===== src/sv/swss_pkg.sv =====
`default_nettype none
package swss_pkg;

  typedef enum logic [1:0] {
    OP_TICK  = 2'd0,
    OP_START = 2'd1,
    OP_STOP  = 2'd2,
    OP_CLEAR = 2'd3
  } op_t;

  localparam logic [15:0] TPS_RESET   = 16'd40;
  localparam logic [5:0]  SEC_PER_MIN = 6'd60;
  localparam logic [5:0]  MIN_PER_HR  = 6'd60;
  localparam logic [4:0]  HR_PER_DAY  = 5'd24;
  localparam logic [6:0]  DAY_LAST    = 7'd99;
  localparam logic [7:0]  SEG_DP      = 8'h80;

  typedef struct packed {
    logic [6:0] days;
    logic [4:0] hours;
    logic [5:0] minutes;
    logic [5:0] seconds;
  } clock_time_t;

  function automatic logic [7:0] seg_of(input logic [3:0] d);
    logic [7:0] s;
    case (d)
      4'd0:    s = 8'h3f;
      4'd1:    s = 8'h06;
      4'd2:    s = 8'h5b;
      4'd3:    s = 8'h4f;
      4'd4:    s = 8'h66;
      4'd5:    s = 8'h6d;
      4'd6:    s = 8'h7d;
      4'd7:    s = 8'h07;
      4'd8:    s = 8'h7f;
      4'd9:    s = 8'h6f;
      default: s = 8'h00;
    endcase
    return s;
  endfunction

endpackage
`default_nettype wire


===== src/sv/swss_time_core.sv =====
`default_nettype none
module swss_time_core (
  input  wire logic                  clk,
  input  wire logic                  rst_n,
  input  wire logic                  fire,
  input  wire logic [1:0]            op,
  input  wire logic [15:0]           tps,
  output swss_pkg::clock_time_t      time_nxt,
  output logic                       counting_nxt
);

  logic [15:0]           sub_r, sub_nxt;
  swss_pkg::clock_time_t time_r;
  logic                  counting_r;
  logic [16:0]           sub_inc;

  assign sub_inc = {1'b0, sub_r} + 17'd1;

  always_comb begin
    sub_nxt      = sub_r;
    time_nxt     = time_r;
    counting_nxt = counting_r;
    case (swss_pkg::op_t'(op))
      swss_pkg::OP_TICK: begin
        if (counting_r) begin
          if (sub_inc < {1'b0, tps}) begin
            sub_nxt = sub_inc[15:0];
          end else begin
            sub_nxt = '0;
            // cascade of rollovers: seconds -> minutes -> hours -> days
            if (time_r.seconds + 6'd1 < swss_pkg::SEC_PER_MIN) begin
              time_nxt.seconds = time_r.seconds + 6'd1;
            end else begin
              time_nxt.seconds = '0;
              if (time_r.minutes + 6'd1 < swss_pkg::MIN_PER_HR) begin
                time_nxt.minutes = time_r.minutes + 6'd1;
              end else begin
                time_nxt.minutes = '0;
                if (time_r.hours + 5'd1 < swss_pkg::HR_PER_DAY) begin
                  time_nxt.hours = time_r.hours + 5'd1;
                end else begin
                  time_nxt.hours = '0;
                  time_nxt.days  = (time_r.days >= swss_pkg::DAY_LAST) ? 7'd0
                                                                       : time_r.days + 7'd1;
                end
              end
            end
          end
        end
      end
      swss_pkg::OP_START: counting_nxt = 1'b1;
      swss_pkg::OP_STOP:  counting_nxt = 1'b0;
      default: begin
        counting_nxt = 1'b0;
        sub_nxt      = '0;
        time_nxt     = '0;
      end
    endcase
  end

  always_ff @(posedge clk) begin
    if (!rst_n) begin
      sub_r      <= '0;
      time_r     <= '0;
      counting_r <= 1'b0;
    end else if (fire) begin
      sub_r      <= sub_nxt;
      time_r     <= time_nxt;
      counting_r <= counting_nxt;
    end
  end

  a_sec_range: assert property (@(posedge clk) disable iff (!rst_n)
    time_r.seconds < swss_pkg::SEC_PER_MIN && time_r.minutes < swss_pkg::MIN_PER_HR)
    else $error("minutes/seconds out of range");

  a_hr_day_range: assert property (@(posedge clk) disable iff (!rst_n)
    time_r.hours < swss_pkg::HR_PER_DAY && time_r.days <= swss_pkg::DAY_LAST)
    else $error("hours/days out of range");

  a_clear: assert property (@(posedge clk) disable iff (!rst_n)
    fire && op == swss_pkg::OP_CLEAR |=> !counting_r && sub_r == '0 && time_r == '0)
    else $error("clear did not stop and zero the count");

  a_stopped_hold: assert property (@(posedge clk) disable iff (!rst_n)
    fire && !counting_r && op == swss_pkg::OP_TICK |=> $stable(time_r) && $stable(sub_r))
    else $error("time moved while stopped");

endmodule
`default_nettype wire


===== src/sv/swss_seg_enc.sv =====
`default_nettype none
module swss_seg_enc (
  input  wire swss_pkg::clock_time_t t,
  input  wire logic [2:0]            digit_index,
  output logic [7:0]                 segments
);

  logic [6:0]  val;
  logic [14:0] prod;
  logic [3:0]  tens;
  logic [6:0]  tens_x10;
  logic [3:0]  units;

  always_comb begin
    case (digit_index[2:1])
      2'd0:    val = t.days;
      2'd1:    val = {2'b00, t.hours};
      2'd2:    val = {1'b0, t.minutes};
      default: val = {1'b0, t.seconds};
    endcase
  end

  // val < 100, so val*205 >> 11 is exactly val/10
  assign prod     = {8'd0, val} * 15'd205;
  assign tens     = prod[14:11];
  assign tens_x10 = {tens, 3'b000} + {2'b00, tens, 1'b0};
  assign units    = 4'(val - tens_x10);

  always_comb begin
    if (digit_index[0]) begin
      segments = swss_pkg::seg_of(units) | swss_pkg::SEG_DP;
    end else if (tens == 4'd0) begin
      segments = 8'h00;
    end else begin
      segments = swss_pkg::seg_of(tens);
    end
  end

endmodule
`default_nettype wire


===== src/sv/stopwatch_with_seven_segment_scan.sv =====
// Two register stages (input register, then result register); an event held in the input
// register moves to the result register, raising out_valid, once that stage is empty or read.
// One item per cycle when out_ready holds.
// Throughput is set by the single register stage that applies the event and encodes the digit.
// Reset (rst_n low, synchronous): stopped, all counters zero, ticks_per_second 40,
// both pipeline registers empty.
`default_nettype none
module stopwatch_with_seven_segment_scan (
  input  wire logic        clk,
  input  wire logic        rst_n,
  input  wire logic        cfg_we,
  input  wire logic [15:0] cfg_wdata,
  input  wire logic        in_valid,
  output logic             in_ready,
  input  wire logic [1:0]  in_operation,
  input  wire logic [2:0]  in_digit_index,
  output logic             out_valid,
  input  wire logic        out_ready,
  output logic [7:0]       out_segments,
  output logic [2:0]       out_digit_select,
  output logic             out_running
);

  logic [15:0]           tps_r;
  logic                  in_vld_r;
  logic [1:0]            op_r;
  logic [2:0]            idx_r;
  logic                  out_vld_r;
  logic [7:0]            seg_r;
  logic [2:0]            sel_r;
  logic                  run_r;
  logic                  fire;
  swss_pkg::clock_time_t time_nxt;
  logic                  counting_nxt;
  logic [7:0]            seg_nxt;

  assign fire     = in_vld_r && (!out_vld_r || out_ready);
  assign in_ready = !in_vld_r || fire;

  always_ff @(posedge clk) begin
    if (!rst_n) begin
      tps_r <= swss_pkg::TPS_RESET;
    end else if (cfg_we) begin
      tps_r <= cfg_wdata;
    end
  end

  always_ff @(posedge clk) begin
    if (!rst_n) begin
      in_vld_r <= 1'b0;
    end else if (in_ready) begin
      in_vld_r <= in_valid;
    end
  end

  always_ff @(posedge clk) begin
    if (in_valid && in_ready) begin
      op_r  <= in_operation;
      idx_r <= in_digit_index;
    end
  end

  swss_time_core u_time (
    .clk          (clk),
    .rst_n        (rst_n),
    .fire         (fire),
    .op           (op_r),
    .tps          (tps_r),
    .time_nxt     (time_nxt),
    .counting_nxt (counting_nxt)
  );

  swss_seg_enc u_enc (
    .t           (time_nxt),
    .digit_index (idx_r),
    .segments    (seg_nxt)
  );

  always_ff @(posedge clk) begin
    if (!rst_n) begin
      out_vld_r <= 1'b0;
    end else if (fire) begin
      out_vld_r <= 1'b1;
    end else if (out_ready) begin
      out_vld_r <= 1'b0;
    end
  end

  always_ff @(posedge clk) begin
    if (fire) begin
      seg_r <= seg_nxt;
      sel_r <= idx_r;
      run_r <= counting_nxt;
    end
  end

  assign out_valid        = out_vld_r;
  assign out_segments     = seg_r;
  assign out_digit_select = sel_r;
  assign out_running      = run_r;

  a_no_overwrite: assert property (@(posedge clk) disable iff (!rst_n)
    out_vld_r && !out_ready |-> !fire)
    else $error("result overwritten before transfer");

  a_units_dp: assert property (@(posedge clk) disable iff (!rst_n)
    out_vld_r |-> seg_r[7] == sel_r[0])
    else $error("decimal point on wrong digit");

  a_pipe_moves: assert property (@(posedge clk) disable iff (!rst_n)
    fire |=> out_vld_r && sel_r == $past(idx_r))
    else $error("stage transfer lost");

endmodule
`default_nettype wire


===== config.mk =====
export PLATFORM = sky130hd
export DESIGN_NAME = stopwatch_with_seven_segment_scan
export DESIGN_NICKNAME = d
export VERILOG_FILES = /design/src/sv/swss_pkg.sv /design/src/sv/swss_time_core.sv /design/src/sv/swss_seg_enc.sv /design/src/sv/stopwatch_with_seven_segment_scan.sv
export SDC_FILE = /design/constraint.sdc
export NUM_CORES = 1
export LEC_CHECK = 0
export BUFFER_PORTS_ARGS = -buffer_cell sky130_fd_sc_hd__buf_4
export CORE_MARGIN = 2
export CORE_UTILIZATION = 45
export CTS_BUF_LIST = sky130_fd_sc_hd__clkbuf_2 sky130_fd_sc_hd__clkbuf_4 sky130_fd_sc_hd__clkbuf_8
export DETAILED_ROUTE_END_ITERATION = 10
export SLEW_MARGIN = 20
export SYNTH_ARGS = -nofsm -noshare
export SYNTH_HDL_FRONTEND = slang
export SYNTH_SLANG_ARGS = --single-unit

===== constraint.sdc =====
create_clock -name clk -period 23.2 [get_ports clk]
set_input_delay 0 -clock clk [delete_from_list [all_inputs] [get_ports clk]]
set_output_delay 0 -clock clk [all_outputs]
set_load 0.02 [all_outputs]

# Word-level counts from Yosys, hierarchy flattened
# Memories as Yosys holds them, arrays and structs flattened.
# Cells that the tools add are included.
[totals]
register_bits = 76
mem_bits_ro = 224
in_bits = 26
out_inout_bits = 14
wordCells = 67
n_memories = 2
[mem_list]
columns = ["name", "words", "width", "rd", "rd_ports_with_merged_regs", "wr", "line_no", "rtl"]
rows = [
  ["(no name shown)", 16, 7, 1, 0, 0, "swss_pkg.sv:27", "case (d)"],
  ["(no name shown)", 16, 7, 1, 0, 0, "swss_pkg.sv:27", ""],
]
[op_classes]
n_addsub = 7
mul = 1
n_lt_le_gt_ge = 5
eq_ne = 5
muxes = 19
n_bitwise = 1
reduce_logical = 12
[ops]
columns = ["op", "count"]
rows = [
  ["$mux W24", 2],
  ["$pmux W24 S2", 1],
  ["$mux W16", 2],
  ["$pmux W16 S2", 1],
  ["$mux W7", 3],
  ["$pmux W7 S3", 1],
  ["$mux W18", 1],
  ["$add A16 B1 Y17 const B", 1],
  ["$lt A17 B16 Y1", 1],
  ["$mul A7 B8 Y15 const B", 1],
  ["$add A6 B1 Y6 const B", 2],
  ["$lt A6 B6 Y1 const B", 2],
  ["$mux W12", 1],
  ["$mux W6", 2],
  ["$mux W8", 1],
  ["$add A7 B1 Y7 const B", 1],
  ["$ge A7 B7 Y1 const B", 1],
  ["$add A5 B1 Y5 const B", 1],
  ["$lt A5 B5 Y1 const B", 1],
  ["$mux W5", 1],
  ["$add A4 B4 Y4", 1],
  ["$eq A2 B1 Y1 const B", 2],
  ["$eq A2 B2 Y1 const B", 2],
  ["$logic_not A2 Y1", 2],
  ["12 further kinds", 16],
]

# Longest topological paths before layout
# An unclocked memory read counts as a cell.
[depth]
depth_word = 14
mapped_depth = 42
depth_no_buf = 41

# By module
# From an unflattened synthesis, not the netlist that was laid out.
[hier_totals]
hier_cells = 762
area_unflattened_um2 = 6577.6
[by_module_without_submodules]
columns = ["module", "n_inst", "cells_each", "area_each_um2", "seq_area_each_um2"]
rows = [
  ["swss_time_core", 1, 506, 3701.0, 820.8],
  ["swss_seg_enc", 1, 179, 1670.4, 0.0],
  ["stopwatch_with_seven_segment_scan", 1, 77, 1206.2, 870.8],
]

# Least setup slack after synthesis
# OpenSTA, ideal clock, no wires.
[synth_path]
path_kind = "register -> register"
startpoint = "reg u_time.sub_r[2]"
endpoint = "reg seg_r[5], in the netlist out_segments[5] (data pin)"
arrival_ns = 8.702
setup_slack_ns = 14.230
stages_incl_launch_ff = 42
path_buffers = 1
period_less_slack_ns = 8.970
path_cell_list = "dfxtp_1 > nand3_1 > nor2_1 > and2_1 > clkbuf_1 > nand3_1 > nor2_1 > nand3_1 > xnor2_1 > ha_1 > and3_1 > a221oi_1 > nand2_1 > o2111ai_2 > nor3_1 > a21oi_1 > o21ai_0 > a22oi_1 > [6 not listed] > ha_1 > fa_1 > ha_1 > a21o_1 > a21o_1 > a21oi_1 > o21ai_0 > and3_1 > a211o_1 > a31oi_1 > xor2_1 > inv_1 > ha_1 > xnor2_1 > xnor3_2 > xor2_4 > nand4b_4 > o211ai_1"
[synth_via]
elab_chain_len = 11
elab_cells_between_ends = 14
classes_between = "add/sub: 3; mul: 1; order compare: 1; mux: 6; reduce/logical: 1; memory: 2"
[synth_rtl]
columns = ["item", "line_no", "rtl"]
rows = [
  ["from (decl)", "swss_time_core.sv:12", "logic [15:0] sub_r, sub_nxt;"],
  ["from (signal assigned)", "swss_time_core.sv:67", "sub_r <= sub_nxt;"],
  ["$add A16 B1 Y17 *", "swss_time_core.sv:17", "assign sub_inc = {1'b0, sub_r} + 17'd1;"],
  ["$lt A17 B16 Y1 *", "swss_time_core.sv:26", "if (sub_inc < {1'b0, tps}) begin"],
  ["$mux W24 *", "swss_time_core.sv:26", ""],
  ["$mux W24 *", "swss_time_core.sv:25", "if (counting_r) begin"],
  ["$pmux W24 S2 *", "swss_time_core.sv:23", "case (swss_pkg::op_t'(op))"],
  ["$pmux W7 S3 *", "swss_seg_enc.sv:15", "case (digit_index[2:1])"],
  ["$mul A7 B8 Y15", "swss_seg_enc.sv:24", "assign prod = {8'd0, val} * 15'd205;"],
  ["$add A4 B4 Y4", "swss_seg_enc.sv:26", "assign tens_x10 = {tens, 3'b000} + {2'b00, tens, 1'b0};"],
  ["$sub A4 B4 Y4", "swss_seg_enc.sv:27", "assign units = 4'(val - tens_x10);"],
  ["$mem_v2 Z16 W7", "-", ""],
  ["$mux W7 *", "swss_seg_enc.sv:30", "if (digit_index[0]) begin"],
  ["named net seg_nxt[5]", "stopwatch_with_seven_segment_scan.sv:35", "logic [7:0] seg_nxt;"],
  ["to (signal assigned)", "stopwatch_with_seven_segment_scan.sv:91", "seg_r <= seg_nxt;"],
  ["to (decl)", "stopwatch_with_seven_segment_scan.sv:29", "logic [7:0] seg_r;"],
]
# Mark *: on every way through the listed nets, which the timed path passes. The rest lies on a longest branch.
# A chain may end at the register's enable or synchronous reset.

# Worst setup path after layout
[layout_path]
startpoint = "reg u_time.sub_r[0]"
endpoint = "reg seg_r[5], in the netlist out_segments[5] (data pin)"
# The elaborated chain is that of the path after synthesis.

==> impl_metrics.toml <==
[status]
status = "finished, final reports clean"

[grt]
grt_pass1_wl_um = 28400
grt_overflow_total = 0
grt_util_all_layers = 0.222
first_global_vias = 5760
grt_max_degree = 60
antenna_found_initial = 0

[clock_tree]
cts_root_buf = "clkbuf_8"
htree_levels = 3
clock_latency_ps = 370
cts_resized = 0
clkTransAtPathRegs_ps = 90
cts_buffers = 9
clockBufferDepth = 2
post_cts.repair.setup_buffers = 0
cts_tree = "done"
clock-sinks = 76
cts_hold_buf = 24

[floorplanning]
core_region_area_um2 = 14400
fp.dieW_um = 124
die_h_um = 124
floorplan.initialDensity = 0.455
die_area_um2 = 15500
rows = 44
io_pins = 40

[synth]
synth_top_area_frac = 0.181
post_synth.cell_area_avg_um2 = 8.28
yosys.area.top_type = "dfxtp_1"
synth_cell_types = 81
yosysSeqAreaShare = 0.259
synthCells = 789
synth.area.top_cells = "dfxtp_1 18%, ha_1 13%, edfxtp_1 7.8%"
ys_ff_latch = 76
synth_async_sr_flop_share = 0
netlist_area_um2 = 6530
synth_flop_cell = "dfxtp_1"
syn_nets = 892
yosys_warnings = 0
synth_edf_count = 17

[routing]
drt_iter0_drc = 483
viasPerCell = 5.85
drc = 0
vias = 5970
wl_per_cell_um = 16.8
routed_wl_um = 17200
ant_nets = 0
first_pass_iters = 5

[critical_path]
crit_type = "flip-flop to flip-flop"
critPathSlowestCell = "xor2_1"
critPathMaxStageDelay_ps = 610
cp_common_cell = "ha_1"
start_kind = "flip-flop"
crit_required_ps = 23320
worstRegToRegCells = 40
cp.arrival_ps = 10110
crit_fanout = 10
cp-end-kind = "flip-flop"

[sta]
min_period_ps = 9990
fmax_ghz = 0.100
skew_ps = 16.3
post-route-period-util = 0.431
slew_viol_final = 0
slew_headroom = 0.351
setup_viol = 0
tightest_slew_ps = 966
hold_viol = 0
rsz0062_at_grt = "no"
timing.setup.tns_ps = 0

[placed_design]
placedCellCount = 980
dpl_cell_area_um2 = 6930
gp_congestion = 0.915
io_buffer_count = 39
hpwlAfterDp_um = 12400

[min_path]
min_path_cells = 3
hp-class = "input pin to flip-flop"

[power_and_ir_drop]
powerDensity_nw_per_um2 = 39.7
power.total_w = 0.000291
leakagePower_nw = 3.12
ir_drop_mv = 0.0244

[cells_and_area]
fin_util = 0.511
final_area_um2 = 7340
regArea_um2 = 1690
fill_cells = 1354
nets = 934
multi_input_area_um2 = 4470
instances_no_fill = 1020
diodes = 0
area_delta_synth_final_pct = 12.4
drive_above_1_share = 0.103

[flow_run]
cap_violations = 0
cell usage in the layout, fill, tap and decap left out, types with 4 or more instances in the layout:
cell	instances
nand2_1	76
and2_1	12
fa_1	8
mux2i_1	17
edfxtp_1	17
o31ai_1	9
and3_1	12
xor2_1	9
o211ai_1	13
or3_1	5
nand2b_1	8
a21boi_0	11
a31oi_1	8
dlygate4sd3_1	24
a22oi_1	19
nor4_1	5
o21a_1	4
dfxtp_1	59
nor2_1	59
a21oi_1	42
clkbuf_8	9
or4_1	4
o21ai_0	40
inv_1	55
nor3b_1	5
nor3_1	13
nor2b_1	44
nand3_1	30
nand4_1	11
xnor2_1	11
ha_1	69
buf_4	44
a21o_1	8
through the flow:
step	hold slack (ps)	setup WS (ps)
after floorplan	98.9	14230
after global placement	179	13660
after detailed placement	181	13250
after CTS	40.2	13240
after global routing	73.3	12310
final	50.7	13210
kinds of logic (layout without fill, tap and decap cells):
family                     count (synthesis)  in the layout  share of synthesized area
and+or+nand+nor                          297            297                      0.232
AOI/OAI and AO/OA                        205            205                      0.228
buffers and inverters                     93            140                     0.0582
adders and majority gates                 77             77                      0.157
DFF                                       76             76                      0.259
xor gates and xnor gates                  23             23                     0.0372
muxes                                     18             18                     0.0295
registers in the layout, summed over array words and instances (netlist names):
name	flops
u_time.time_r	24
out_digit_select	3
tps_r	16
out_segments	8
op_r	2
idx_r	3
out_valid	1
out_running	1
u_time.counting_r	1
in_vld_r	1
u_time.sub_r	16
cell type report:
class,count,area share
multi-input cells,620,0.608
clock buffers,9,0.0169
inverters,56,0.0286
well taps,184,0.0313
repair buffers,68,0.0777
clock inverters,7,0.00681
flip-flops and latches,76,0.230
critical path, delay by kind of cell (launching register included):
kind | cells | cell delay, ps
buf+inv | 4 | 380
flops | 1 | 400
xor+xnor | 3 | 1130
simple gates | 12 | 2140
fa+ha+maj | 7 | 2500
compound gates | 14 | 3190
worst paths after layout:
kind,from,endpoint,slack (ps)
setup / recovery,u_time.sub_r[0],out_segments[5],13210
hold / removal,cfg_we,tps_r[5],50
setup reg to reg,u_time.sub_r[0],out_segments[5],13210
hold reg to reg,tps_r[5],tps_r[5],490
cells in the mapped netlist (5+ instances only):
library cell	n
a21o_1	8
mux2i_1	17
nor3b_1	5
inv_1	55
fa_1	8
nor3_1	13
or3_1	5
o211ai_1	13
a21boi_0	11
o31ai_1	9
nand2b_1	8
ha_1	69
nor2_1	59
o21ai_0	40
edfxtp_1	17
clkbuf_1	27
nand4_1	11
nand3_1	30
xor2_1	9
and3_1	12
a21oi_1	42
dfxtp_1	59
a31oi_1	8
and2_1	12
nor2b_1	44
nand2_1	76
nor4_1	6
a22oi_1	19
xnor2_1	11
metal layers:
metal | up-vias | share of wire | global-route usage
li1 | 2928 | - | -
met2 | 178 | 0.49 | 0.383
met1 | 2826 | 0.44 | 0.279
met4 | 0 | 0.028 | 0.0899
met3 | 38 | 0.044 | 0.0305
met5 | - | 0 | 0
power breakdown:
part            total, W  switching [W]  internal, W
clock network  0.0000930      0.0000539    0.0000392
registers       0.000144     0.00000422     0.000140
logic          0.0000542      0.0000319    0.0000222
Power figures use the tool's default switching activity.
